<file path="src/rtl/spi_pkg.sv">
package spi_pkg;

    // frame length limit: a bin whose index reaches this is the frame's last
    localparam int unsigned FFT_SIZE    = 2048;
    localparam int unsigned COUNTER_MAX = 2047;
    localparam int unsigned LAST_INDEX  = ((FFT_SIZE / 2) < COUNTER_MAX) ?
                                          (FFT_SIZE / 2) : COUNTER_MAX;

    localparam int unsigned MAG_W   = 16;
    localparam int unsigned PHASE_W = 16;
    localparam int unsigned CNT_W   = 11;
    localparam int unsigned OMAG_W  = 17;
    localparam int unsigned FREQ_W  = 19;
    localparam int unsigned S_DATA_W = 32;
    localparam int unsigned M_DATA_W = 56;

    // shared divider: remainder, divisor and quotient widths
    localparam int unsigned DIV_W     = 20;
    localparam int unsigned LOW_W     = 14;
    localparam int unsigned OFS_STEPS = 7;
    localparam int unsigned MAG_STEPS = 14;
    localparam int unsigned STEP_W    = 4;

    typedef enum logic [2:0] {
        S_IDLE,
        S_SQUARE,
        S_DIV_OFS,
        S_LOAD_MAG,
        S_DIV_MAG,
        S_EMIT_HELD,
        S_EMIT_LAST
    } state_t;

    typedef struct packed {
        logic load;
        logic step;
    } div_ctrl_t;

endpackage

</file>
<file path="src/rtl/spi_div.sv">
// radix-2 restoring divider, one quotient bit per step
// remainder must start below the divisor; low bits are shifted in msb first
module spi_div (
    input  logic                           aclk,
    input  spi_pkg::div_ctrl_t             ctrl,
    input  logic [spi_pkg::DIV_W-1:0]      rem_init,
    input  logic [spi_pkg::LOW_W-1:0]      low_init,
    input  logic [spi_pkg::DIV_W-1:0]      divisor,
    output logic [spi_pkg::LOW_W-1:0]      quotient
);

    logic [spi_pkg::DIV_W-1:0] rem_reg, rem_next;
    logic [spi_pkg::LOW_W-1:0] low_reg, low_next;
    logic [spi_pkg::DIV_W-1:0] dvs_reg, dvs_next;
    logic [spi_pkg::LOW_W-1:0] quo_reg, quo_next;

    logic [spi_pkg::DIV_W:0]   shifted;
    logic [spi_pkg::DIV_W+1:0] trial;

    assign shifted = {rem_reg, low_reg[spi_pkg::LOW_W-1]};
    assign trial   = {1'b0, shifted} - {2'b00, dvs_reg};

    always_comb begin
        rem_next = rem_reg;
        low_next = low_reg;
        dvs_next = dvs_reg;
        quo_next = quo_reg;
        if (ctrl.load) begin
            rem_next = rem_init;
            low_next = low_init;
            dvs_next = divisor;
            quo_next = '0;
        end else if (ctrl.step) begin
            low_next = {low_reg[spi_pkg::LOW_W-2:0], 1'b0};
            if (!trial[spi_pkg::DIV_W+1]) begin
                rem_next = trial[spi_pkg::DIV_W-1:0];
                quo_next = {quo_reg[spi_pkg::LOW_W-2:0], 1'b1};
            end else begin
                rem_next = shifted[spi_pkg::DIV_W-1:0];
                quo_next = {quo_reg[spi_pkg::LOW_W-2:0], 1'b0};
            end
        end
    end

    always_ff @(posedge aclk) begin
        rem_reg <= rem_next;
        low_reg <= low_next;
        dvs_reg <= dvs_next;
        quo_reg <= quo_next;
    end

    assign quotient = quo_reg;

endmodule

</file>
<file path="src/rtl/spectral_peak_interpolator_top.sv">
// channel  dir  beat contents
// s_       in   tdata: bin_magnitude[15:0], bin_phase[31:16]; tlast: last_bin
// m_       out  tdata: peak_magnitude[16:0], peak_phase[32:17],
//                      peak_frequency[51:33], zero[55:52]; tlast: frame_end
//
// the first bin of a frame only enters the window, other plain bins are taken
// and emitted; a peak: accept, square, 7 divider steps for the offset, load,
// 14 steps for the magnitude and emit; a bin closing the frame adds an emit
// reset is synchronous on aresetn low and empties the three-bin window
// input is taken only while the sequencer is idle; one output register
// holds a result until m_tready, and the sequencer waits on it when full
module spectral_peak_interpolator_top (
    input  logic                           aclk,
    input  logic                           aresetn,
    input  logic                           s_tvalid,
    output logic                           s_tready,
    input  logic [spi_pkg::S_DATA_W-1:0]   s_tdata,   // bin_magnitude, bin_phase
    input  logic                           s_tlast,
    output logic                           m_tvalid,
    input  logic                           m_tready,
    output logic [spi_pkg::M_DATA_W-1:0]   m_tdata,   // peak_magnitude, peak_phase,
                                                      // peak_frequency, zero pad
    output logic                           m_tlast
);

    localparam int unsigned MW = spi_pkg::MAG_W;
    localparam int unsigned CW = spi_pkg::CNT_W;

    spi_pkg::state_t state_reg, state_next;

    // three-bin window
    logic [MW-1:0]                 older_reg, older_next;
    logic [MW-1:0]                 held_reg, held_next;
    logic [spi_pkg::PHASE_W-1:0]   hphase_reg, hphase_next;
    logic [CW-1:0]                 counter_reg, counter_next;
    logic                          hvalid_reg, hvalid_next;

    // arriving bin
    logic [MW-1:0]                 cmag_reg;
    logic [spi_pkg::PHASE_W-1:0]   cphase_reg;
    logic                          clast_reg;
    logic                          peak_reg;

    // peak arithmetic
    logic [MW:0]                   den_reg;
    logic                          neg_reg;
    logic [2*MW-1:0]               sq_reg;
    logic [spi_pkg::OFS_STEPS-1:0] ofs_reg;
    logic [spi_pkg::STEP_W-1:0]    step_reg, step_next;

    // output register
    logic                          mvalid_reg, mvalid_next;
    logic [spi_pkg::M_DATA_W-1:0]  mdata_reg;
    logic                          mlast_reg;

    // sequencer outputs
    logic                          take_in;
    logic                          adv_in;
    logic                          adv_held;
    logic                          win_clear;
    logic                          arith_load;
    logic                          ofs_capture;
    logic                          out_load;
    logic                          out_sel_last;
    spi_pkg::div_ctrl_t            div_ctrl;

    logic [MW-1:0]                 in_mag;
    logic [spi_pkg::PHASE_W-1:0]   in_phase;
    logic                          peak_now;
    logic                          slot_free;
    logic [CW:0]                   idx_inc;
    logic [CW-1:0]                 next_idx;
    logic                          end_now;

    logic [MW+1:0]                 diff_w;
    logic [MW+1:0]                 den_w;
    logic [MW-1:0]                 abs_diff;

    logic [spi_pkg::DIV_W-1:0]     div_rem_init;
    logic [spi_pkg::LOW_W-1:0]     div_low_init;
    logic [spi_pkg::DIV_W-1:0]     div_divisor;
    logic [spi_pkg::LOW_W-1:0]     div_quo;

    logic [spi_pkg::FREQ_W-1:0]    base_freq;
    logic [spi_pkg::FREQ_W-1:0]    peak_freq;
    logic [spi_pkg::OMAG_W-1:0]    peak_mag;
    logic [spi_pkg::OMAG_W-1:0]    held_out_mag;
    logic [spi_pkg::FREQ_W-1:0]    held_out_freq;
    logic [spi_pkg::FREQ_W-1:0]    last_out_freq;
    logic [spi_pkg::M_DATA_W-1:0]  out_data;

    assign in_mag   = s_tdata[MW-1:0];
    assign in_phase = s_tdata[MW+spi_pkg::PHASE_W-1:MW];

    // strict local maximum of the held bin, with a left neighbour
    assign peak_now = hvalid_reg && (counter_reg != '0) &&
                      (held_reg > older_reg) && (held_reg > in_mag);

    assign slot_free = !mvalid_reg || m_tready;

    // index of the bin after the held one, clamped at the frame limit
    assign idx_inc  = {1'b0, counter_reg} + {{CW{1'b0}}, 1'b1};
    assign next_idx = !hvalid_reg ? '0 :
                      (idx_inc > (CW + 1)'(spi_pkg::LAST_INDEX)) ?
                      CW'(spi_pkg::LAST_INDEX) : idx_inc[CW-1:0];
    assign end_now  = clast_reg || (next_idx >= CW'(spi_pkg::LAST_INDEX));

    // next state
    always_comb begin
        state_next = state_reg;
        unique case (state_reg)
            spi_pkg::S_IDLE: begin
                if (s_tvalid) begin
                    if (hvalid_reg) begin
                        state_next = peak_now ? spi_pkg::S_SQUARE : spi_pkg::S_EMIT_HELD;
                    end else if (s_tlast) begin
                        state_next = spi_pkg::S_EMIT_LAST;
                    end
                end
            end
            spi_pkg::S_SQUARE:   state_next = spi_pkg::S_DIV_OFS;
            spi_pkg::S_DIV_OFS: begin
                if (step_reg == spi_pkg::STEP_W'(spi_pkg::OFS_STEPS - 1)) begin
                    state_next = spi_pkg::S_LOAD_MAG;
                end
            end
            spi_pkg::S_LOAD_MAG: state_next = spi_pkg::S_DIV_MAG;
            spi_pkg::S_DIV_MAG: begin
                if (step_reg == spi_pkg::STEP_W'(spi_pkg::MAG_STEPS - 1)) begin
                    state_next = spi_pkg::S_EMIT_HELD;
                end
            end
            spi_pkg::S_EMIT_HELD: begin
                if (slot_free) begin
                    state_next = end_now ? spi_pkg::S_EMIT_LAST : spi_pkg::S_IDLE;
                end
            end
            spi_pkg::S_EMIT_LAST: begin
                if (slot_free) begin
                    state_next = spi_pkg::S_IDLE;
                end
            end
            default: state_next = spi_pkg::S_IDLE;
        endcase
    end

    // sequencer outputs
    always_comb begin
        s_tready      = 1'b0;
        take_in       = 1'b0;
        adv_in        = 1'b0;
        adv_held      = 1'b0;
        win_clear     = 1'b0;
        arith_load    = 1'b0;
        ofs_capture   = 1'b0;
        out_load      = 1'b0;
        out_sel_last  = 1'b0;
        div_ctrl      = '{load: 1'b0, step: 1'b0};
        unique case (state_reg)
            spi_pkg::S_IDLE: begin
                s_tready = 1'b1;
                take_in  = s_tvalid;
                // first bin of a frame that is not also its last goes straight in
                adv_in   = s_tvalid && !hvalid_reg && !s_tlast;
            end
            spi_pkg::S_SQUARE: begin
                arith_load    = 1'b1;
                div_ctrl.load = 1'b1;
            end
            spi_pkg::S_DIV_OFS:  div_ctrl.step = 1'b1;
            spi_pkg::S_LOAD_MAG: begin
                ofs_capture   = 1'b1;
                div_ctrl.load = 1'b1;
            end
            spi_pkg::S_DIV_MAG:  div_ctrl.step = 1'b1;
            spi_pkg::S_EMIT_HELD: begin
                out_load = slot_free;
                adv_held = slot_free && !end_now;
            end
            spi_pkg::S_EMIT_LAST: begin
                out_load     = slot_free;
                out_sel_last = 1'b1;
                win_clear    = slot_free;
            end
            default: ;
        endcase
    end

    // window update
    always_comb begin
        older_next   = older_reg;
        held_next    = held_reg;
        hphase_next  = hphase_reg;
        counter_next = counter_reg;
        hvalid_next  = hvalid_reg;
        if (win_clear) begin
            older_next   = '0;
            held_next    = '0;
            hphase_next  = '0;
            counter_next = '0;
            hvalid_next  = 1'b0;
        end else if (adv_in) begin
            older_next   = '0;
            held_next    = in_mag;
            hphase_next  = in_phase;
            counter_next = '0;
            hvalid_next  = 1'b1;
        end else if (adv_held) begin
            older_next   = held_reg;
            held_next    = cmag_reg;
            hphase_next  = cphase_reg;
            counter_next = next_idx;
            hvalid_next  = 1'b1;
        end
    end

    // d = 2b - a - g and g - a, from the window's older and held bins and the arriving bin
    assign diff_w   = {2'b00, cmag_reg} - {2'b00, older_reg};
    assign den_w    = {1'b0, held_reg, 1'b0} - {2'b00, older_reg} - {2'b00, cmag_reg};
    assign abs_diff = diff_w[MW+1] ? MW'(-diff_w) : diff_w[MW-1:0];

    // offset: |g-a| * 128 / d, magnitude term: (g-a)^2 / (8d)
    assign div_rem_init = arith_load ? spi_pkg::DIV_W'(abs_diff) :
                                       spi_pkg::DIV_W'(sq_reg[2*MW-1:spi_pkg::LOW_W]);
    assign div_low_init = arith_load ? '0 : sq_reg[spi_pkg::LOW_W-1:0];
    assign div_divisor  = arith_load ? spi_pkg::DIV_W'(den_w[MW:0]) :
                                       spi_pkg::DIV_W'({den_reg, 3'b000});

    spi_div u_div (
        .aclk     (aclk),
        .ctrl     (div_ctrl),
        .rem_init (div_rem_init),
        .low_init (div_low_init),
        .divisor  (div_divisor),
        .quotient (div_quo)
    );

    always_comb begin
        step_next = step_reg;
        if (div_ctrl.load) begin
            step_next = '0;
        end else if (div_ctrl.step) begin
            step_next = step_reg + 1'b1;
        end
    end

    // result assembly
    assign base_freq     = {counter_reg, 8'h00};
    assign peak_freq     = neg_reg ? base_freq - spi_pkg::FREQ_W'(ofs_reg) :
                                     base_freq + spi_pkg::FREQ_W'(ofs_reg);
    assign peak_mag      = {1'b0, held_reg} + spi_pkg::OMAG_W'(div_quo);
    assign held_out_mag  = peak_reg ? peak_mag : {1'b0, held_reg};
    assign held_out_freq = peak_reg ? peak_freq : base_freq;
    assign last_out_freq = {next_idx, 8'h00};

    assign out_data = out_sel_last ?
        {4'h0, last_out_freq, cphase_reg, 1'b0, cmag_reg} :
        {4'h0, held_out_freq, hphase_reg, held_out_mag};

    assign mvalid_next = out_load ? 1'b1 : (m_tready ? 1'b0 : mvalid_reg);

    always_ff @(posedge aclk) begin
        if (!aresetn) begin
            state_reg   <= spi_pkg::S_IDLE;
            mvalid_reg  <= 1'b0;
            older_reg   <= '0;
            held_reg    <= '0;
            hphase_reg  <= '0;
            counter_reg <= '0;
            hvalid_reg  <= 1'b0;
            step_reg    <= '0;
        end else begin
            state_reg   <= state_next;
            mvalid_reg  <= mvalid_next;
            older_reg   <= older_next;
            held_reg    <= held_next;
            hphase_reg  <= hphase_next;
            counter_reg <= counter_next;
            hvalid_reg  <= hvalid_next;
            step_reg    <= step_next;
        end
    end

    // payload registers
    always_ff @(posedge aclk) begin
        if (take_in) begin
            cmag_reg   <= in_mag;
            cphase_reg <= in_phase;
            clast_reg  <= s_tlast;
            peak_reg   <= peak_now;
        end
        if (arith_load) begin
            den_reg <= den_w[MW:0];
            neg_reg <= diff_w[MW+1];
            sq_reg  <= abs_diff * abs_diff;
        end
        if (ofs_capture) begin
            ofs_reg <= div_quo[spi_pkg::OFS_STEPS-1:0];
        end
        if (out_load) begin
            mdata_reg <= out_data;
            mlast_reg <= out_sel_last;
        end
    end

    assign m_tvalid = mvalid_reg;
    assign m_tdata  = mdata_reg;
    assign m_tlast  = mlast_reg;

endmodule

</file>
<file path="config.mk">
export PLATFORM = sky130hd
export DESIGN_NAME = spectral_peak_interpolator_top
export DESIGN_NICKNAME = d
export VERILOG_FILES = /design/src/rtl/spi_pkg.sv /design/src/rtl/spi_div.sv /design/src/rtl/spectral_peak_interpolator_top.sv
export SDC_FILE = /design/constraint.sdc
export NUM_CORES = 1
export LEC_CHECK = 0
export ABC_AREA = 1
export BUFFER_PORTS_ARGS = -buffer_cell sky130_fd_sc_hd__buf_2
export CORE_MARGIN = 2
export CORE_UTILIZATION = 69
export CTS_CLUSTER_DIAMETER = 50
export DETAILED_ROUTE_END_ITERATION = 16
export GPL_TIMING_DRIVEN = 0
export PLACE_DENSITY = 0.88
export SYNTH_ARGS = -nofsm -noshare
export SYNTH_HDL_FRONTEND = slang
export SYNTH_SLANG_ARGS = --single-unit
</file>
<file path="constraint.sdc">
create_clock -name aclk -period 12.9 [get_ports aclk]
set_input_delay 0 -clock aclk [delete_from_list [all_inputs] [get_ports aclk]]
set_output_delay 0 -clock aclk [all_outputs]
set_load 0.02 [all_outputs]
</file>
# Word level (Yosys, flattened, before mapping)
# Index checks and enable logic that the tools add are counted.
[totals] register_bits=284 input_bits=37 output_inout_bits=59 wordCells=126
[op_classes] add_sub_neg=10 multipliers=1 n_lt_le_gt_ge=4 n_eq_ne=14 n_mux=45 bitwise_logic=2 reduce_logical=25
[op_table] cell="$mux 16" count=5
[op_table] cell="$mux 20" count=3
[op_table] cell="$mux 52" count=1
[op_table] cell="$mux 14" count=3
[op_table] cell="$mux 19" count=2
[op_table] cell="$mux 17" count=2
[op_table] cell="$sub 17x16->17" count=2
[op_table] cell="$gt 16x16->1" count=2
[op_table] cell="$mul 16x16->32" count=1
[op_table] cell="$mux 3" count=9
[op_table] cell="$mux 11" count=2
[op_table] cell="$sub 21x20->22" count=1
[op_table] cell="$pmux 3 s7" count=1
[op_table] cell="$add 19x7->19" count=1
[op_table] cell="$sub 19x7->19" count=1
[op_table] cell="$mux 18" count=1
[op_table] cell="$add 16x14->17" count=1
[op_table] cell="$sub 16x16->17" count=1
[op_table] cell="$mux 1" count=16
[op_table] cell="$neg 16->16" count=1
[op_table] cell="$add 11x1->12 const B" count=1
[op_table] cell="$gt 12x11->1 const B" count=1
[op_table] cell="$reduce_or 2->1" count=6
[op_table] cell="$ge 11x11->1 const B" count=1
[op_table] cell="other kinds (17)" count=36

# Longest topological paths before layout
[depth] depth_word=11 depth_mapped=45 mapped_depth_nobuf=45

# Modules after synthesis
# Synthesis repeated with hierarchy kept, for this count alone.
[unflattened] cells_unflattened=2993 area_unflattened_um2=24473.5
[by_module_without_submodules] module="spectral_peak_interpolator_top" instances=1 cells_each=2421 area_per_inst_um2=20103.0 seq_area_each_um2=5655.4
[by_module_without_submodules] module="spi_div" instances=1 cells_each=572 area_per_inst_um2=4370.4 seq_area_each_um2=1901.8

# Worst setup path after synthesis
# OpenSTA, ideal clock, no wires.
[synth_timing] path_kind="register to register" from="register older_reg[0]" to="register sq_reg[30] (data pin)" setup_time_ns=0.265 t_arrival_ns=7.374 required_ns=12.635 path_slack_ns=5.261 stages_incl_launch_ff=35 path_buffers=1 synth_period_minus_slack_ns=7.639 path_cell_list="dfxtp_1 > inv_1 > ha_1 > clkinv_1 > clkbuf_1 > ha_1 > inv_1 > nor2_1 > nand3_1 > nor2_1 > nand3_1 > nor2_1 > a31oi_1 > or2_1 > nand2_2 > nor2_1 > fa_1 > inv_1 > fa_1 > inv_1 > fa_1 > fa_1 > fa_1 > inv_1 > fa_1 > inv_1 > ha_1 > a21oi_1 > o21ai_0 > a21oi_1 > nand3_1 > a21o_1 > a21boi_0 > o21ai_0 > xor2_1"
[synth_between] elab_chain_cells=4
[synth_rtl] item="from (decl)" line="spectral_peak_interpolator_top.sv:32" text="logic [MW-1:0] older_reg, older_next;"
[synth_rtl] item="from (signal assigned)" line="spectral_peak_interpolator_top.sv:275" text="older_reg <= older_next;"
[synth_rtl] item="$sub 16x16->17 (*)" line="spectral_peak_interpolator_top.sv:218" text="assign diff_w = {2'b00, cmag_reg} - {2'b00, older_reg};"
[synth_rtl] item="$neg 16->16" line="spectral_peak_interpolator_top.sv:220" text="assign abs_diff = diff_w[MW+1] ? MW'(-diff_w) : diff_w[MW-1:0];"
[synth_rtl] item="$mux 16 (*)" line="spectral_peak_interpolator_top.sv:220"
[synth_rtl] item="net abs_diff[0]" line="spectral_peak_interpolator_top.sv:77" text="logic [MW-1:0] abs_diff;"
[synth_rtl] item="$mul 16x16->32 (*)" line="spectral_peak_interpolator_top.sv:295" text="sq_reg <= abs_diff * abs_diff;"
[synth_rtl] item="to (signal assigned)" line="spectral_peak_interpolator_top.sv:295"
[synth_rtl] item="to (decl)" line="spectral_peak_interpolator_top.sv:47" text="logic [2*MW-1:0] sq_reg;"
# Mark *: on every way through the listed nets, which the timed path passes. The rest lies on a longest branch.
# A chain may end at the register's enable or synchronous reset.

# Final worst setup path
[layout_timing] from="register cmag_reg[0]" to="register sq_reg[28] (data pin)"
[layout_between] elab_chain_cells=4
[layout_rtl] item="from (decl)" line="spectral_peak_interpolator_top.sv:39" text="logic [MW-1:0] cmag_reg;"
[layout_rtl] item="from (signal assigned)" line="spectral_peak_interpolator_top.sv:287" text="cmag_reg <= in_mag;"
[layout_rtl] item="$sub 16x16->17 (*)" line="spectral_peak_interpolator_top.sv:218"
[layout_rtl] item="$neg 16->16" line="spectral_peak_interpolator_top.sv:220"
[layout_rtl] item="$mux 16 (*)" line="spectral_peak_interpolator_top.sv:220"
[layout_rtl] item="net abs_diff[0]" line="spectral_peak_interpolator_top.sv:77"
[layout_rtl] item="$mul 16x16->32 (*)" line="spectral_peak_interpolator_top.sv:295"
# Marked as above.

==> flow_summary.json <==
{
  "reg2regPathDepth": 34,
  "die_y_um": 188.6,
  "grt_start_max_net_pins": 42,
  "tightestPinTransition_ns": 0.9455,
  "worstSkewPairLatency_ns": 0.55,
  "setup_tns_ns": 0,
  "synth_seq_cells": 279,
  "status": "completed",
  "initialDrtViolationCount": 2286,
  "finalClockSkew_ns": 0.01965,
  "crit_slowest_cell": "clkbuf_1",
  "cp_max_fo": 12,
  "dieWidth_um": 188.6,
  "rows": 67,
  "clk_pin_slew_ns": 0.06,
  "gp_congestion": 0.9998,
  "cts.path.max_buffers": 3,
  "syn_inst": 2719,
  "r2r_setup_slack_ns": 2.92,
  "post_drt_wl_per_cell_um": 19.02,
  "fmax_mhz": 100.2,
  "nets": 3329,
  "hold_viol": 0,
  "largest_reg_flops": 52,
  "drive_gt1_share_pct": 8.125,
  "vias_per_cell": 6.005,
  "grt_pass1_vias": 20200,
  "cts_sinks": 279,
  "ys.warnings.count": 0,
  "netlist_area_um2": 23510,
  "syn2layout_area_growth_pct": 11.62,
  "fp.dieArea_um2": 35560,
  "post_cts_buffers": 0,
  "io_pins": 96,
  "dp_hpwl_um": 49190,
  "numCtsBuffers": 35,
  "path_class": "reg2reg",
  "grt_util_all_layers_pct": 36.84,
  "cts-root-buf": "clkbuf_16",
  "yosysSeqAreaShare_pct": 32.15,
  "setup_viol": 0,
  "max_cap_viol_count": 0,
  "synthDistinctLibCells": 59,
  "grt_pass1_wl_um": 103100,
  "synthArstFlopShare_pct": 0,
  "io_buffers": 91,
  "min_period_over_period_pct": 77.36,
  "critPathArrivalTime_ns": 10.25,
  "endpoint_kind": "flop",
  "drc": 0,
  "antenna_found_initial": 1,
  "cpPeakStageDelay_ns": 0.75,
  "synth_ff_type": "edfxtp_1",
  "syn_area_per_cell_um2": 8.645,
  "hp-class": "in2reg",
  "rsz0062_at_grt": "no",
  "cts_resized": 0,
  "finalMaxSlewViolations": 0,
  "coreArea_um2": 33530,
  "fillers": 2346,
  "startpoint_type": "flop",
  "ant_nets": 0,
  "period_minus_slack_ns": 9.979,
  "firstDrtPassIters": 7,
  "hold_depth": 3,
  "htreeDepth": 2,
  "gr-total-overflow": 0,
  "synth-edff-count": 197,
  "routed-via-count": 20210,
  "max_slew_margin_pct": 36.97,
  "drt_wl_total_um": 64030,
  "initial_core_util_pct": 70.10,
  "cts_tree": "done",
  "cp.required_ns": 13.18
}
[area by class of cell]
| class | count | area (µm²) | share of cell area, % |
|---|---|---|---|
| Multi-Input combinational cell | 1847 | 13640 | 51.99 |
| Sequential cell | 279 | 7557 | 28.80 |
| Inverter | 530 | 1992 | 7.592 |
| Clock buffer | 44 | 1015 | 3.867 |
| Timing Repair Buffer | 131 | 903.4 | 3.443 |
| Tap cell | 448 | 560.5 | 2.136 |
| Buffer | 66 | 340.3 | 1.297 |
| Clock inverter | 20 | 225.2 | 0.8584 |
| Antenna cell | 1 | 2.502 | 0.009537 |
[critical path, delay by kind of cell (launching register included)]
kind | cells | cell delay (ns)
fa+ha+maj | 9 | 4.40
buf+inv | 10 | 1.95
compound gates | 7 | 1.77
simple gates | 7 | 1.01
flops | 1 | 0.39
xor+xnor | 1 | 0.17
[routing by layer]
layer / global-route usage, % / vias to the layer above / wire length [µm]
met5: 1.236 / - / 77
met4: 12.38 / 4 / 1972
met3: 9.704 / 188 / 7979
met2: 57.08 / 1236 / 28540
met1: 50.61 / 9595 / 25460
li1: - / 9190 / -
[metrics by stage]
step | area, µm² | util, % | hold WS, ns | setup slack [ns] | std cells
floorplan | 23520 | - | 0.09887 | 5.261 | 2722
CTS | 26240 | 78.24 | 0.005975 | 3.246 | 3365
detailed placement | 24630 | 73.47 | 0.1917 | 3.284 | 3265
global route | 26240 | 78.24 | 0.03924 | 2.522 | 3365
finish | 26240 | 78.25 | 0.03230 | 2.921 | 3366
global placement | 24530 | 73.16 | 0.1889 | 3.447 | 3261
[placed cells by master, fill, tap and decap left out, types with 9 or more instances in the layout]
cell	count
a211oi_1	18
a21boi_0	9
a21oi_1	151
a22o_1	12
a31oi_1	13
buf_2	109
clkbuf_1	33
clkbuf_16	39
dfxtp_1	82
dlygate4sd3_1	36
edfxtp_1	197
fa_1	182
ha_1	220
inv_1	510
inv_2	16
nand2_1	453
nand2_2	12
nand3_1	91
nand4_1	27
nor2_1	233
nor3_1	26
o211ai_1	15
o21ai_0	173
o21ai_1	10
o21bai_1	13
o221ai_1	12
o22ai_1	17
xnor2_1	27
xor2_1	53
[final timing paths]
kind	startpoint	to
worst min register to register	hphase_reg[13]	hphase_reg[13]
worst max register to register	cmag_reg[0]	sq_reg[28]
worst min-delay path	s_tvalid	peak_reg
worst max-delay path	cmag_reg[0]	sq_reg[28]
[Yosys cell counts (6+ instances only)]
library cell  count  area, µm²
fa_1            182       3643
nand2_1         454       1704
a21oi_1         151      755.7
a21boi_0          9      67.56
xor2_1           53      464.2
a311oi_1          7      61.31
nand3b_1          8      60.06
nand3_1          91      455.4
o21ai_0         173      865.8
o21ai_1          10      50.05
nor2_1          234      878.3
buf_6             6      67.56
xnor2_1          27      236.5
a211oi_1         18      135.1
buf_4             6      45.04
a21o_1            7      52.55
edfxtp_1        197       5916
o22ai_1          17      106.4
ha_1            220       2753
nand4_1          27      168.9
inv_2            16      60.06
o221ai_1         12      105.1
a22oi_1           8      60.06
a22o_1           12      105.1
a31oi_1          13      81.33
nand2_2          11      68.82
dfxtp_1          82       1642
buf_2            17      85.08
o21bai_1         13      97.59
inv_1           510       1914
nor3_1           26      130.1
o211ai_1         15      112.6
clkbuf_1         32      120.1
[kinds of logic after synthesis]
kind of cell,after synthesis,synth area share (%)
compound gates,483,12.05
mux,1,0.04258
xor+xnor,80,2.981
fa+ha+maj,402,27.21
flops,279,32.15
other cells,1,0.01595
simple gates,877,15.64
buf+inv,596,9.906
[what timing repair did]
item / in CTS / in global routing
hold endpoints to repair: 73 / 0
hold buffers: 36 / 0
endpoints found under the setup margin: 0 / 0
Power is left out: the tool's default activity adds up to more than one toggle a clock period on the data nets, which glitch-free logic cannot reach.
